### config.mk
export PLATFORM = sky130hd
export DESIGN_NAME = tcp_reno_congestion_sender_core
export DESIGN_NICKNAME = d
export VERILOG_FILES = /design/src/rtl/tcprc_pkg.sv /design/src/rtl/tcprc_ram.sv /design/src/rtl/tcprc_div.sv /design/src/rtl/tcp_reno_congestion_sender_core.sv
export SDC_FILE = /design/constraint.sdc
export NUM_CORES = 2
export LEC_CHECK = 0
export ABC_AREA = 1
export ABC_CLOCK_PERIOD_IN_PS = 6700
export BUFFER_PORTS_ARGS = -buffer_cell sky130_fd_sc_hd__buf_2
export CORE_MARGIN = 2
export CORE_UTILIZATION = 57
export CTS_CLUSTER_SIZE = 10
export DETAILED_ROUTE_END_ITERATION = 16
export PLACE_DENSITY = 0.76
export SLEW_MARGIN = 20
export SYNTH_ARGS = -nofsm -noshare
export SYNTH_HDL_FRONTEND = slang
export SYNTH_SLANG_ARGS = --single-unit
### constraint.sdc
create_clock -name clk -period 6.7 [get_ports clk]
set_input_delay 0.67 -clock clk [delete_from_list [all_inputs] [get_ports clk]]
set_output_delay 0.67 -clock clk [all_outputs]
set_load 0.02 [all_outputs]
### src/rtl/tcprc_pkg.sv
// ----------------------------------------------------------------------------
// tcprc_pkg
// shared codes, sizes and types of the reno congestion sender
// ----------------------------------------------------------------------------
package tcprc_pkg;

    localparam int QDEPTH  = 32;
    localparam int QIDX_W  = 5;
    localparam int CNT_W   = 6;
    localparam int SEQ_W   = 32;
    localparam int LEN_W   = 10;
    localparam logic [LEN_W-1:0] MAX_SEG = 10'd1000;

    localparam logic [1:0] REQ_START = 2'd0;
    localparam logic [1:0] REQ_ACK   = 2'd1;
    localparam logic [1:0] REQ_TMO   = 2'd2;

    localparam logic [1:0] KIND_NEW    = 2'd0;
    localparam logic [1:0] KIND_RETX   = 2'd1;
    localparam logic [1:0] KIND_STATUS = 2'd2;

    localparam logic [1:0] MODE_SS = 2'd0;
    localparam logic [1:0] MODE_CA = 2'd1;
    localparam logic [1:0] MODE_FR = 2'd2;

    localparam logic [1:0] CFG_TOTAL = 2'd0;
    localparam logic [1:0] CFG_SEG   = 2'd1;
    localparam logic [1:0] CFG_THR   = 2'd2;

    typedef struct packed {
        logic busy;
        logic done;
    } div_stat_t;

endpackage

### src/rtl/tcprc_ram.sv
// ----------------------------------------------------------------------------
// tcprc_ram
// generic single write port ram with registered read
// ----------------------------------------------------------------------------
module tcprc_ram #(
    parameter int WIDTH = 42,
    parameter int DEPTH = 32
) (
    input  logic                     clk,
    input  logic                     we,
    input  logic [$clog2(DEPTH)-1:0] waddr,
    input  logic [WIDTH-1:0]         wdata,
    input  logic [$clog2(DEPTH)-1:0] raddr,
    output logic [WIDTH-1:0]         rdata
);

    logic [WIDTH-1:0] mem [DEPTH];
    logic [WIDTH-1:0] rdata_reg;

    always_ff @(posedge clk)
    begin
        if (we)
        begin
            mem[waddr] <= wdata;
        end
        rdata_reg <= mem[raddr];
    end

    assign rdata = rdata_reg;

endmodule

### src/rtl/tcprc_div.sv
// ----------------------------------------------------------------------------
// tcprc_div
// bit-serial restoring divider giving floor(2^(2F) / divisor)
// ----------------------------------------------------------------------------
module tcprc_div #(
    parameter int WIN_W     = 22,
    parameter int FRAC_BITS = 16
) (
    input  logic                     clk,
    input  logic                     rst_n,
    input  logic                     start,
    input  logic [WIN_W-1:0]         divisor,
    output logic [2*FRAC_BITS:0]     quotient,
    output tcprc_pkg::div_stat_t     status
);

    localparam int QW = 2 * FRAC_BITS + 1;
    localparam int CW = $clog2(QW + 1);

    logic              busy_reg, busy_next;
    logic              done_reg, done_next;
    logic [CW-1:0]     cnt_reg, cnt_next;
    logic [WIN_W-1:0]  rem_reg, rem_next;
    logic [WIN_W-1:0]  d_reg, d_next;
    logic [QW-1:0]     q_reg, q_next;
    logic [WIN_W:0]    trial;
    logic              dbit;

    always_comb
    begin
        busy_next = busy_reg;
        done_next = 1'b0;
        cnt_next  = cnt_reg;
        rem_next  = rem_reg;
        d_next    = d_reg;
        q_next    = q_reg;
        dbit      = (cnt_reg == CW'(QW));
        trial     = {rem_reg, dbit};
        if (start)
        begin
            busy_next = 1'b1;
            cnt_next  = CW'(QW);
            rem_next  = '0;
            d_next    = divisor;
            q_next    = '0;
        end
        else if (busy_reg)
        begin
            if (trial >= {1'b0, d_reg})
            begin
                rem_next = WIN_W'(trial - {1'b0, d_reg});
                q_next   = {q_reg[QW-2:0], 1'b1};
            end
            else
            begin
                rem_next = trial[WIN_W-1:0];
                q_next   = {q_reg[QW-2:0], 1'b0};
            end
            cnt_next = cnt_reg - CW'(1);
            if (cnt_reg == CW'(1))
            begin
                busy_next = 1'b0;
                done_next = 1'b1;
            end
        end
    end

    always_ff @(posedge clk or negedge rst_n)
    begin
        if (!rst_n)
        begin
            busy_reg <= 1'b0;
            done_reg <= 1'b0;
            cnt_reg  <= '0;
        end
        else
        begin
            busy_reg <= busy_next;
            done_reg <= done_next;
            cnt_reg  <= cnt_next;
        end
    end

    always_ff @(posedge clk)
    begin
        rem_reg <= rem_next;
        d_reg   <= d_next;
        q_reg   <= q_next;
    end

    assign quotient    = q_reg;
    assign status.busy = busy_reg;
    assign status.done = done_reg;

endmodule

### src/rtl/tcp_reno_congestion_sender_core.sv
// ----------------------------------------------------------------------------
// tcp_reno_congestion_sender_core
// reno congestion engine: start, ack and timeout events in, segment commands out
// ----------------------------------------------------------------------------
// One event is taken at a time; in_stall is high until its last result is
// loaded into the output register. A start event issues its new segments one
// after another. A duplicate ack takes one window step and a retiring ack one
// step per retired segment before any new segments go out; a step in congestion
// avoidance waits on the bit-serial reciprocal divider. The segment queue lives
// in a 32-entry ram with registered read at the queue head.
module tcp_reno_congestion_sender_core #(
    parameter int MAX_WINDOW = 32,
    parameter int FRAC_BITS  = 16
) (
    input  logic        clk,
    input  logic        rst_n,
    input  logic        cfg_valid,
    output logic        cfg_ready,
    input  logic [1:0]  cfg_index,
    input  logic [31:0] cfg_data,
    input  logic        in_valid,
    output logic        in_stall,
    input  logic [1:0]  req_type,
    input  logic [31:0] ack_number,
    output logic        out_valid,
    input  logic        out_stall,
    output logic [1:0]  kind,
    output logic [31:0] seq_out,
    output logic [9:0]  length_out,
    output logic        last,
    output logic [1:0]  mode_out,
    output logic [5:0]  window_whole,
    output logic        done_res
);

    localparam int WIN_W = $clog2(MAX_WINDOW + 1) + FRAC_BITS;
    localparam int THR_W = 7 + FRAC_BITS;
    localparam int XW    = WIN_W + 8;
    localparam int QW    = 2 * FRAC_BITS + 1;
    localparam int SW    = tcprc_pkg::SEQ_W;
    localparam int LW    = tcprc_pkg::LEN_W;
    localparam int QI    = tcprc_pkg::QIDX_W;
    localparam int CN    = tcprc_pkg::CNT_W;
    localparam logic [XW-1:0] ONE_X  = XW'(1) << FRAC_BITS;
    localparam logic [XW-1:0] WMAX_X = XW'(MAX_WINDOW) << FRAC_BITS;
    localparam logic [WIN_W-1:0] ONE_FX  = WIN_W'(ONE_X);
    localparam logic [WIN_W-1:0] WMAX_FX = WIN_W'(WMAX_X);

    localparam logic [3:0] S_IDLE  = 4'd0;
    localparam logic [3:0] S_FRONT = 4'd1;
    localparam logic [3:0] S_RCHK  = 4'd2;
    localparam logic [3:0] S_STEP  = 4'd3;
    localparam logic [3:0] S_DIVW  = 4'd4;
    localparam logic [3:0] S_RDW   = 4'd5;
    localparam logic [3:0] S_FILL  = 4'd6;
    localparam logic [3:0] S_RTX   = 4'd7;
    localparam logic [3:0] S_STAT  = 4'd8;

    logic [3:0]       state_reg, state_next;
    logic [SW-1:0]    ack_reg, ack_next;
    logic [WIN_W-1:0] win_reg, win_next;
    logic [THR_W-1:0] thr_reg, thr_next;
    logic [1:0]       dup_reg, dup_next;
    logic [1:0]       mode_reg, mode_next;
    logic [SW-1:0]    nseq_reg, nseq_next;
    logic [SW-1:0]    bleft_reg, bleft_next;
    logic [QI-1:0]    head_reg, head_next;
    logic [CN-1:0]    count_reg, count_next;
    logic             retire_reg, retire_next;
    logic             sent_reg, sent_next;
    logic [SW-1:0]    total_reg;
    logic [LW-1:0]    segsz_reg;
    logic [6:0]       ithr_reg;

    logic             ov_reg, ov_next;
    logic [1:0]       kind_reg, kind_next;
    logic [SW-1:0]    oseq_reg, oseq_next;
    logic [LW-1:0]    olen_reg, olen_next;
    logic             olast_reg, olast_next;
    logic [1:0]       omode_reg, omode_next;
    logic [5:0]       owin_reg, owin_next;
    logic             odone_reg, odone_next;

    logic                  ram_we;
    logic [QI-1:0]         ram_waddr;
    logic [SW+LW-1:0]      ram_rdata;
    logic [SW-1:0]         front_seq;
    logic [LW-1:0]         front_len;
    logic                  div_start;
    logic [QW-1:0]         div_q;
    tcprc_pkg::div_stat_t  div_stat;

    logic             in_acc, out_free;
    logic [LW-1:0]    seg, flen;
    logic             fcond, fnext;
    logic [SW-1:0]    bafter;
    logic [XW-1:0]    wsum, thr_half, rsum, qsum;
    logic [WIN_W-1:0] w_inc, w_rec, w_thr, w_div;
    logic [5:0]       wwhole;

    assign front_seq = ram_rdata[SW+LW-1:LW];
    assign front_len = ram_rdata[LW-1:0];
    assign in_acc    = in_valid && !in_stall;
    assign out_free  = !ov_reg || !out_stall;
    assign in_stall  = (state_reg != S_IDLE);
    assign cfg_ready = (state_reg == S_IDLE);

    tcprc_ram #(.WIDTH(SW + LW), .DEPTH(tcprc_pkg::QDEPTH)) u_queue (
        .clk   (clk),
        .we    (ram_we),
        .waddr (ram_waddr),
        .wdata ({nseq_reg, flen}),
        .raddr (head_reg),
        .rdata (ram_rdata)
    );

    tcprc_div #(.WIN_W(WIN_W), .FRAC_BITS(FRAC_BITS)) u_div (
        .clk      (clk),
        .rst_n    (rst_n),
        .start    (div_start),
        .divisor  (win_reg),
        .quotient (div_q),
        .status   (div_stat)
    );

    // saturated window candidates
    always_comb
    begin
        wsum     = XW'(win_reg) + ONE_X;
        w_inc    = (wsum > WMAX_X) ? WMAX_FX : WIN_W'(wsum);
        thr_half = XW'(win_reg >> 1);
        rsum     = thr_half + XW'(3) * ONE_X;
        w_rec    = (rsum > WMAX_X) ? WMAX_FX : WIN_W'(rsum);
        w_thr    = (XW'(thr_reg) > WMAX_X) ? WMAX_FX : WIN_W'(thr_reg);
        qsum     = (div_q > QW'(WMAX_X)) ? WMAX_X + ONE_X : XW'(div_q) + XW'(win_reg);
        w_div    = (qsum > WMAX_X) ? WMAX_FX : WIN_W'(qsum);
        wwhole   = 6'(XW'(win_reg) >> FRAC_BITS);
    end

    // segment issue conditions
    always_comb
    begin
        seg    = (segsz_reg > tcprc_pkg::MAX_SEG) ? tcprc_pkg::MAX_SEG : segsz_reg;
        flen   = (bleft_reg < SW'(seg)) ? LW'(bleft_reg) : seg;
        bafter = bleft_reg - SW'(flen);
        fcond  = ((XW'(count_reg) << FRAC_BITS) < XW'(win_reg))
                 && (count_reg < CN'(tcprc_pkg::QDEPTH)) && (flen != '0);
        fnext  = ((XW'(count_reg + CN'(1)) << FRAC_BITS) < XW'(win_reg))
                 && ((count_reg + CN'(1)) < CN'(tcprc_pkg::QDEPTH)) && (bafter != '0);
        ram_waddr = head_reg + count_reg[QI-1:0];
    end

    always_comb
    begin
        state_next  = state_reg;
        ack_next    = ack_reg;
        win_next    = win_reg;
        thr_next    = thr_reg;
        dup_next    = dup_reg;
        mode_next   = mode_reg;
        nseq_next   = nseq_reg;
        bleft_next  = bleft_reg;
        head_next   = head_reg;
        count_next  = count_reg;
        retire_next = retire_reg;
        sent_next   = sent_reg;
        ov_next     = ov_reg && out_stall;
        kind_next   = kind_reg;
        oseq_next   = oseq_reg;
        olen_next   = olen_reg;
        olast_next  = olast_reg;
        omode_next  = omode_reg;
        owin_next   = owin_reg;
        odone_next  = odone_reg;
        ram_we      = 1'b0;
        div_start   = 1'b0;

        unique case (state_reg)
            S_IDLE:
            begin
                if (in_acc)
                begin
                    ack_next  = ack_number;
                    sent_next = 1'b0;
                    if (req_type == tcprc_pkg::REQ_START)
                    begin
                        win_next   = ONE_FX;
                        thr_next   = THR_W'(ithr_reg) << FRAC_BITS;
                        dup_next   = '0;
                        mode_next  = tcprc_pkg::MODE_SS;
                        nseq_next  = '0;
                        bleft_next = total_reg;
                        head_next  = '0;
                        count_next = '0;
                        state_next = S_FILL;
                    end
                    else if (req_type == tcprc_pkg::REQ_ACK && count_reg != '0)
                    begin
                        state_next = S_FRONT;
                    end
                    else if (req_type == tcprc_pkg::REQ_TMO && count_reg != '0)
                    begin
                        thr_next   = THR_W'(win_reg >> 1);
                        win_next   = ONE_FX;
                        dup_next   = '0;
                        mode_next  = tcprc_pkg::MODE_SS;
                        state_next = S_RTX;
                    end
                    else
                    begin
                        state_next = S_STAT;
                    end
                end
            end
            S_FRONT:
            begin
                if (ack_reg == front_seq)
                begin
                    if (dup_reg != 2'd3)
                    begin
                        dup_next = dup_reg + 2'd1;
                    end
                    retire_next = 1'b0;
                    state_next  = S_STEP;
                end
                else if (ack_reg > front_seq)
                begin
                    dup_next   = '0;
                    state_next = S_RCHK;
                end
                else
                begin
                    state_next = S_STAT;
                end
            end
            S_RCHK:
            begin
                if (count_reg != '0 && front_seq < ack_reg)
                begin
                    retire_next = 1'b1;
                    state_next  = S_STEP;
                end
                else
                begin
                    state_next = S_FILL;
                end
            end
            S_STEP:
            begin
                state_next = retire_reg ? S_RDW : S_STAT;
                priority if (mode_reg == tcprc_pkg::MODE_SS
                             && THR_W'(win_reg) >= thr_reg)
                begin
                    mode_next = tcprc_pkg::MODE_CA;
                end
                else if ((mode_reg == tcprc_pkg::MODE_SS || mode_reg == tcprc_pkg::MODE_CA)
                         && dup_reg == 2'd3)
                begin
                    mode_next = tcprc_pkg::MODE_FR;
                    thr_next  = THR_W'(win_reg >> 1);
                    win_next  = w_rec;
                    dup_next  = '0;
                    if (!retire_reg)
                    begin
                        state_next = S_RTX;
                    end
                end
                else if (mode_reg == tcprc_pkg::MODE_SS && dup_reg == '0)
                begin
                    win_next = w_inc;
                end
                else if (mode_reg == tcprc_pkg::MODE_CA && dup_reg == '0)
                begin
                    if (win_reg == '0)
                    begin
                        win_next = WMAX_FX;
                    end
                    else
                    begin
                        div_start  = 1'b1;
                        state_next = S_DIVW;
                    end
                end
                else if (mode_reg == tcprc_pkg::MODE_FR)
                begin
                    if (dup_reg == '0)
                    begin
                        win_next  = w_thr;
                        mode_next = tcprc_pkg::MODE_CA;
                    end
                    else
                    begin
                        win_next = w_inc;
                    end
                end
                else
                begin
                    mode_next = mode_reg;
                end
                if (retire_reg)
                begin
                    head_next  = head_reg + QI'(1);
                    count_next = count_reg - CN'(1);
                end
            end
            S_DIVW:
            begin
                if (div_stat.done)
                begin
                    win_next   = w_div;
                    state_next = retire_reg ? S_RCHK : S_STAT;
                end
            end
            S_RDW:
            begin
                state_next = S_RCHK;
            end
            S_FILL:
            begin
                if (!fcond)
                begin
                    state_next = sent_reg ? S_IDLE : S_STAT;
                end
                else if (out_free)
                begin
                    ram_we     = 1'b1;
                    ov_next    = 1'b1;
                    kind_next  = tcprc_pkg::KIND_NEW;
                    oseq_next  = nseq_reg;
                    olen_next  = flen;
                    olast_next = !fnext;
                    omode_next = mode_reg;
                    owin_next  = wwhole;
                    odone_next = 1'b0;
                    count_next = count_reg + CN'(1);
                    nseq_next  = nseq_reg + SW'(flen);
                    bleft_next = bafter;
                    sent_next  = 1'b1;
                    if (!fnext)
                    begin
                        state_next = S_IDLE;
                    end
                end
            end
            S_RTX:
            begin
                if (out_free)
                begin
                    ov_next    = 1'b1;
                    kind_next  = tcprc_pkg::KIND_RETX;
                    oseq_next  = front_seq;
                    olen_next  = front_len;
                    olast_next = 1'b1;
                    omode_next = mode_reg;
                    owin_next  = wwhole;
                    odone_next = 1'b0;
                    state_next = S_IDLE;
                end
            end
            S_STAT:
            begin
                if (out_free)
                begin
                    ov_next    = 1'b1;
                    kind_next  = tcprc_pkg::KIND_STATUS;
                    oseq_next  = '0;
                    olen_next  = '0;
                    olast_next = 1'b1;
                    omode_next = mode_reg;
                    owin_next  = wwhole;
                    odone_next = (bleft_reg == '0) && (count_reg == '0);
                    state_next = S_IDLE;
                end
            end
            default:
            begin
                state_next = S_IDLE;
            end
        endcase
    end

    always_ff @(posedge clk or negedge rst_n)
    begin
        if (!rst_n)
        begin
            state_reg  <= S_IDLE;
            win_reg    <= ONE_FX;
            thr_reg    <= THR_W'(7'd64) << FRAC_BITS;
            dup_reg    <= '0;
            mode_reg   <= tcprc_pkg::MODE_SS;
            nseq_reg   <= '0;
            bleft_reg  <= '0;
            head_reg   <= '0;
            count_reg  <= '0;
            retire_reg <= 1'b0;
            sent_reg   <= 1'b0;
            ov_reg     <= 1'b0;
            total_reg  <= '0;
            segsz_reg  <= tcprc_pkg::MAX_SEG;
            ithr_reg   <= 7'd64;
        end
        else
        begin
            state_reg  <= state_next;
            win_reg    <= win_next;
            thr_reg    <= thr_next;
            dup_reg    <= dup_next;
            mode_reg   <= mode_next;
            nseq_reg   <= nseq_next;
            bleft_reg  <= bleft_next;
            head_reg   <= head_next;
            count_reg  <= count_next;
            retire_reg <= retire_next;
            sent_reg   <= sent_next;
            ov_reg     <= ov_next;
            if (cfg_valid && cfg_ready)
            begin
                if (cfg_index == tcprc_pkg::CFG_TOTAL)
                begin
                    total_reg <= cfg_data;
                end
                else if (cfg_index == tcprc_pkg::CFG_SEG)
                begin
                    segsz_reg <= cfg_data[LW-1:0];
                end
                else if (cfg_index == tcprc_pkg::CFG_THR)
                begin
                    ithr_reg <= cfg_data[6:0];
                end
            end
        end
    end

    always_ff @(posedge clk)
    begin
        ack_reg   <= ack_next;
        kind_reg  <= kind_next;
        oseq_reg  <= oseq_next;
        olen_reg  <= olen_next;
        olast_reg <= olast_next;
        omode_reg <= omode_next;
        owin_reg  <= owin_next;
        odone_reg <= odone_next;
    end

    assign out_valid    = ov_reg;
    assign kind         = kind_reg;
    assign seq_out      = oseq_reg;
    assign length_out   = olen_reg;
    assign last         = olast_reg;
    assign mode_out     = omode_reg;
    assign window_whole = owin_reg;
    assign done_res     = odone_reg;

endmodule

# Yosys cells after proc, flatten, opt, wreduce, memory -nomap -nowiden
# Memories as Yosys holds them, arrays and structs flattened. A register that Yosys moved wholly into a read port is not among the register bits.
# Cells that the tools add are included.
[classes]
addsub = 13
magnitude_cmp = 15
reduce_logical = 61
mux = 145
n_eq_ne = 44
n_shift = 0
n_bitwise = 2
n_mul = 0
div_mod_pow = 0
[op_table]
columns = ["op", "count"]
rows = [
  ["$mux 32", 12],
  ["$mux 22", 17],
  ["$mux 23", 6],
  ["$pmux 32 s2", 2],
  ["$pmux 32 s3", 1],
  ["$mux 4", 20],
  ["$pmux 22 s3", 1],
  ["$mux 10", 6],
  ["$mux 6", 9],
  ["$gt 23x22->1 const B", 2],
  ["$pmux 23 s2", 1],
  ["$mux 2", 21],
  ["$gt 33x22->1 const B", 1],
  ["$add 32x10->32", 1],
  ["$eq 32x32->1", 1],
  ["$gt 32x32->1", 1],
  ["$logic_not 32->1", 1],
  ["$lt 32x10->1", 1],
  ["$lt 32x32->1", 1],
  ["$pmux 4 s8", 1],
  ["$reduce_bool 32->1", 1],
  ["$sub 32x10->32", 1],
  ["$add 30x22->30", 1],
  ["$gt 30x22->1 const B", 1],
  ["62 further kinds", 170],
]
[word_totals]
latchBits = 0
memories = 1
ff_bits = 351
mem_bits_ro = 0
mem_bits_rw = 1344
output_inout_bits = 57
input_bits = 73
wordCells = 310
[memory_table]
columns = ["name", "words", "word_bits", "rd", "rd_ports_with_merged_regs", "wr", "line", "text"]
rows = [
  ["u_queue.mem", 32, 42, 1, 1, 1, "tcprc_ram.sv:17", "logic [WIDTH-1:0] mem [DEPTH];"],
]

# Logic depth before layout (Yosys ltp)
[depth]
word_depth = 11
mapped_depth = 41
depth_no_buf = 40

# By module
# From an unflattened synthesis, not the netlist that was laid out.
[hier_totals]
hier_cells = 7663
area_unflattened_um2 = 77908.5
[modules_own_cells]
columns = ["mod", "cells_each", "n_inst", "seq_area_each_um2", "area_per_inst_um2"]
rows = [
  ["tcprc_ram", 4625, 1, 41199.5, 54976.5],
  ["tcp_reno_congestion_sender_core", 2402, 1, 7098.1, 18222.5],
  ["tcprc_div", 636, 1, 1961.9, 4709.5],
]

# Least setup slack after synthesis
# No wires, ideal clock.
[synth_path]
kind = "register to register"
start = "reg segsz_reg[5]"
end = "mem u_queue.mem[12][0], enable pin"
setup_ps = 441
path_slack_ps = 495
arrival_ps = 5763
required_ps = 6259
period_less_slack_ps = 6205
stages_incl_launch_ff = 27
n_path_buf = 1
cell_sequence = "dfstp_2 > inv_2 > nor2_2 > nand3_1 > nand2_2 > inv_1 > nor2_1 > inv_1 > ha_1 > a21oi_1 > nor2_1 > a211oi_1 > nand2_1 > nand2_2 > nand2_4 > buf_6 > o21ai_1 > inv_1 > nand4_1 > o31ai_1 > nor2_1 > inv_1 > nor2_1 > inv_1 > nor2_1 > nand2_1 > nor2_1"
[synth_via]
elab_chain_cells = 10
[synth_rtl]
columns = ["item", "line", "text"]
rows = [
  ["start, declared", "tcp_reno_congestion_sender_core.sv:72", "logic [LW-1:0] segsz_reg;"],
  ["start signal, assigned", "tcp_reno_congestion_sender_core.sv:399", "segsz_reg <= tcprc_pkg::MAX_SEG;"],
  ["start signal, assigned", "tcp_reno_congestion_sender_core.sv:424", "segsz_reg <= cfg_data[LW-1:0];"],
  ["$gt 10x10->1", "tcp_reno_congestion_sender_core.sv:143", "seg = (segsz_reg > tcprc_pkg::MAX_SEG) ? tcprc_pkg::MAX_SEG : segsz_reg;"],
  ["$mux 10 *", "tcp_reno_congestion_sender_core.sv:143", ""],
  ["$lt 32x10->1", "tcp_reno_congestion_sender_core.sv:144", "flen = (bleft_reg < SW'(seg)) ? LW'(bleft_reg) : seg;"],
  ["$mux 10 *", "tcp_reno_congestion_sender_core.sv:144", ""],
  ["named net flen[0]", "tcp_reno_congestion_sender_core.sv:94", "logic [LW-1:0] seg, flen;"],
  ["$reduce_bool 10->1 *", "tcp_reno_congestion_sender_core.sv:147", "&& (count_reg < CN'(tcprc_pkg::QDEPTH)) && (flen != '0);"],
  ["$logic_and 1x1->1 *", "tcp_reno_congestion_sender_core.sv:147", ""],
  ["$mux 1 *", "tcp_reno_congestion_sender_core.sv:320", "if (!fcond)"],
  ["$mux 1 *", "tcp_reno_congestion_sender_core.sv:178", "unique case (state_reg)"],
  ["$mux 1 *", "tcprc_ram.sv:22", "if (we)"],
  ["$mux 1 (implied by the code) *", "tcprc_ram.sv:24", "mem[waddr] <= wdata;"],
  ["end, declared", "tcprc_ram.sv:17", ""],
]
# The timed path passes the listed nets; every way through them passes the cells marked *.

# Final worst setup path
[layout_path]
start = "reg segsz_reg[5]"
end = "mem u_queue.mem[26][14], enable pin"
# Same word-level chain as after synthesis.

==> flow_summary_export.csv <==
group,metric,value,unit
cells_and_area,leading_cell_type_in_the_layout_fill_and_taps_excluded,"sky130_fd_sc_hd__edfxtp_1",
power_and_ir_drop,net-switching-power,12.9,mW
grt,grt_pass1_wl,325000,um
setup_path,critical_path.endpoint_type,"flip-flop",
sta,final_max_slew_viol_count,0,
sta,fin_worst_hold_slack,0.0558,ns
sta,grt_setup_unrepaired,"no",
place,port-buffer-count,129,
cells_and_area,postLayoutCellArea,83600,um^2
power_and_ir_drop,switching_share,37.1,%
clock_network,clkSinkCount,1737,
clock_network,cts_htree_levels,4,
place,finalWeightedCongestion,0.954,
cells_and_area,final_layout_size_suffix_gt1_share,9.59,%
cells_and_area,post-route-util,64.4,%
setup_path,critical-path-slowest-cell,"sky130_fd_sc_hd__nor2_4",
drt,drtAntennaViolNets,0,
logic_synthesis,synth_top_cell_by_area,"sky130_fd_sc_hd__edfxtp_1",
cells_and_area,instances_no_fill,8588,
clock_network,clk-insertion-delay-late,0.85,ns
die,initial_utilization,57.6,%
sta,setup_viol,0,
die,die_area,134000,um^2
place,hpwlAfterDp,139000,um
sta,timing.slew.headroom,19.0,%
setup_path,critPathMaxStageDelay,0.67,ns
logic_synthesis,netlist_top_cells_area,"sky130_fd_sc_hd__edfxtp_1 58%, sky130_fd_sc_hd__dfrtp_1 6.0%, sky130_fd_sc_hd__o21ai_0 5.9%",
power_and_ir_drop,total_power,34.7,mW
setup_path,worstPathBufferInverterCount,7,
setup_path,critical_path_arrival,6.57,ns
logic_synthesis,ys_ff_latch,1737,
drt,wirelength,218000,um
power_and_ir_drop,leak_pwr,30.9,nW
setup_path,worst-setup-path-type,"reg2reg",
power_and_ir_drop,combinationalPowerShare,29.9,%
drt,drt_first_pass_iters,6,
die,floorplan.die.height,366,um
setup_path,cp_top_family,"simple AND/OR/NAND/NOR gates",
sta,worstMarginPinSlew,1.21,ns
cells_and_area,num-nets-final,6943,
power_and_ir_drop,power.internal,21.9,mW
logic_synthesis,synth_sequential_area_ratio,67.2,%
logic_synthesis,async_reset_ff_share,10.8,%
clock_network,post_cts_resized,0,
setup_path,reg2reg_setup_slack,0.61,ns
drt,routed-via-count,54953,
setup_path,nature_of_the_critical_path_startpoint,"flip-flop",
place,detailed_place.area,77700,um^2
sta,tns,0,ns
sta,max_freq,0.164,GHz
drt,remaining_drc_errors,0,
run,cap_viol_max_count,0,
run_status,outcome,"complete, no violations",
power_and_ir_drop,pwr-share-seq,42.3,%
die,die_w,366,um
cells_and_area,layout_common_cells,"1452 x sky130_fd_sc_hd__edfxtp_1, 1001 x sky130_fd_sc_hd__nor2_1, 884 x sky130_fd_sc_hd__o21ai_0",
die,io-pin-count,130,
clock_network,clock_tree_from_tritoncts,"yes",
sta,report.final.hold_viol_count,0,
sta,layout_min_cycle_time,6.09,ns
logic_synthesis,post_synth_inst_count,6617,
power_and_ir_drop,powerDensity,416,nW/um^2
sta,period_share,90.9,%
setup_path,worstPathRequired,7.18,ns
logic_synthesis,synth.lib_cells_used.distinct,71,
grt,grt_util_all_layers,31.9,%
die,row_count,132,
clock_network,clkTransAtPathRegs,0.06,ns
logic_synthesis,synthesis.area_per_instance,11.3,um^2
logic_synthesis,synth_enable_flop_cells,1452,
drt,routed_via_density,6.40,
power_and_ir_drop,power.share.clock,27.8,%
clock_network,post_cts_buffers,0,
clock_network,clk_path_buf_depth,3,
min_path,hp-class,"in2reg",
logic_synthesis,mappedNetlistArea,74800,um^2
sta,clock_skew,0.0537,ns
die,core_area,130000,um^2
logic_synthesis,ys_dominant_reg_cell,"sky130_fd_sc_hd__edfxtp_1",
power_and_ir_drop,worst_case_vdd_ir_drop,0.301,mV
grt,overall_overflow_remaining_after_global_route,0,
grt,first_global_vias,52211,
clock_network,numCtsBuffers,195,
grt,largest_net_degree_at_the_start_of_global_routing,164,
logic_synthesis,syn_nets,6832,
sta,fin_ws,0.608,ns
logic_synthesis,synth.yosys.warnings,0,
logic_synthesis,synth_top_area_share,58.3,%
cells_and_area,areaGrowthSynthToFinish,11.7,%
grt,grt_antenna_before_repair,10,
setup_path,cp_max_fanout,40,
place,place_worst_setup_slack,0.673,ns
drt,drt-initial-drc-count,7767,
clock_network,cts-root-buf,"sky130_fd_sc_hd__clkbuf_16",
cells_and_area,largest_reg_flops,1344,
place,placed_cells_incl_taps,8244,
drt,routed_wire_length_per_instance,25.4,um
-- layer usage --
| metal | track usage (%) | part of all wire (%) | up-vias |
|---|---|---|---|
| li1 | - | - | 24218 |
| met2 | 50.9 | 47 | 3282 |
| met5 | 0 | 0.026 | - |
| met1 | 42.8 | 38 | 26919 |
| met4 | 15.5 | 5.1 | 8 |
| met3 | 5.35 | 9.6 | 526 |
-- cell families after synthesis --
logic type,after synthesis,synth area share (%)
AO/OA/AOI/OAI,1724,13.6
XOR/XNOR,43,0.503
adder cells (fa/ha/maj),142,2.41
buffers and inverters,800,4.09
flip-flops,1737,67.2
multiplexers,22,0.331
AND/OR/NAND/NOR,2149,11.9
-- worst paths after layout --
path	startpoint	endpoint	cells past startpoint
max in group asynchronous	rst_n	nseq_reg[31]	3
min in group asynchronous	rst_n	thr_reg[6]	2
hold / removal	ack_number[1]	ack_reg[1]	1
setup / recovery	segsz_reg[5]	u_queue.mem[26][14]	26
setup reg to reg	segsz_reg[5]	u_queue.mem[26][14]	26
hold reg to reg	u_div.rem_reg[17]	u_div.rem_reg[17]	2
-- worst register-to-register path, delay by kind of cell (launching register included) --
kind / cells / cell delay (ns)
fa+ha+maj: 1 / 0.19
buf+inv: 7 / 1.05
compound gates: 4 / 0.76
flops: 1 / 0.59
simple gates: 14 / 3.16
-- cells in the mapped netlist (12+ instances only) --
| cell type | n |
|---|---|
| sky130_fd_sc_hd__nand2_2 | 13 |
| sky130_fd_sc_hd__nor3_1 | 65 |
| sky130_fd_sc_hd__a22oi_1 | 25 |
| sky130_fd_sc_hd__inv_1 | 419 |
| sky130_fd_sc_hd__nand3_1 | 219 |
| sky130_fd_sc_hd__a31oi_1 | 34 |
| sky130_fd_sc_hd__mux2_2 | 22 |
| sky130_fd_sc_hd__nand4_1 | 66 |
| sky130_fd_sc_hd__ha_1 | 139 |
| sky130_fd_sc_hd__nand2_1 | 661 |
| sky130_fd_sc_hd__o211ai_1 | 19 |
| sky130_fd_sc_hd__a21oi_1 | 196 |
| sky130_fd_sc_hd__a221oi_1 | 59 |
| sky130_fd_sc_hd__nand3_2 | 12 |
| sky130_fd_sc_hd__o21ai_1 | 22 |
| sky130_fd_sc_hd__xor2_1 | 32 |
| sky130_fd_sc_hd__o221ai_1 | 116 |
| sky130_fd_sc_hd__dfrtp_1 | 179 |
| sky130_fd_sc_hd__edfxtp_1 | 1452 |
| sky130_fd_sc_hd__or2_2 | 18 |
| sky130_fd_sc_hd__o21ai_0 | 884 |
| sky130_fd_sc_hd__a32oi_1 | 42 |
| sky130_fd_sc_hd__nor4_1 | 26 |
| sky130_fd_sc_hd__o22ai_1 | 259 |
| sky130_fd_sc_hd__nor2_1 | 1040 |
| sky130_fd_sc_hd__dfxtp_1 | 97 |
| sky130_fd_sc_hd__clkbuf_1 | 338 |
-- power groups by stage --
stage / sequential, mW / clock, mW / combinational, mW
floorplan: 14.3 / 0 / 6.52
global placement: 14.8 / 0 / 9.93
detailed placement: 14.8 / 0 / 10.1
CTS: 14.6 / 9.72 / 10.2
global route: 14.8 / 10.1 / 11.3
finish: 14.7 / 9.67 / 10.4
-- cell type report --
class | instances | area [um^2]
fill | 9541 | 46200
inverter | 437 | 1660
antenna | 8 | 20.0
timing repair buffer | 277 | 2020
tap | 1742 | 2180
clock buffer | 284 | 5270
sequential | 1737 | 50300
multi-input combinational | 4080 | 21800
clock inverter | 23 | 352
-- timing repair --
| action | 4_1_cts | 5_1_grt |
|---|---|---|
| setup endpoints to repair | 0 | 0 |
| endpoints found under the hold margin | 72 | 0 |
| hold buffers | 29 | 0 |
(Power assumes the default switching activity.)
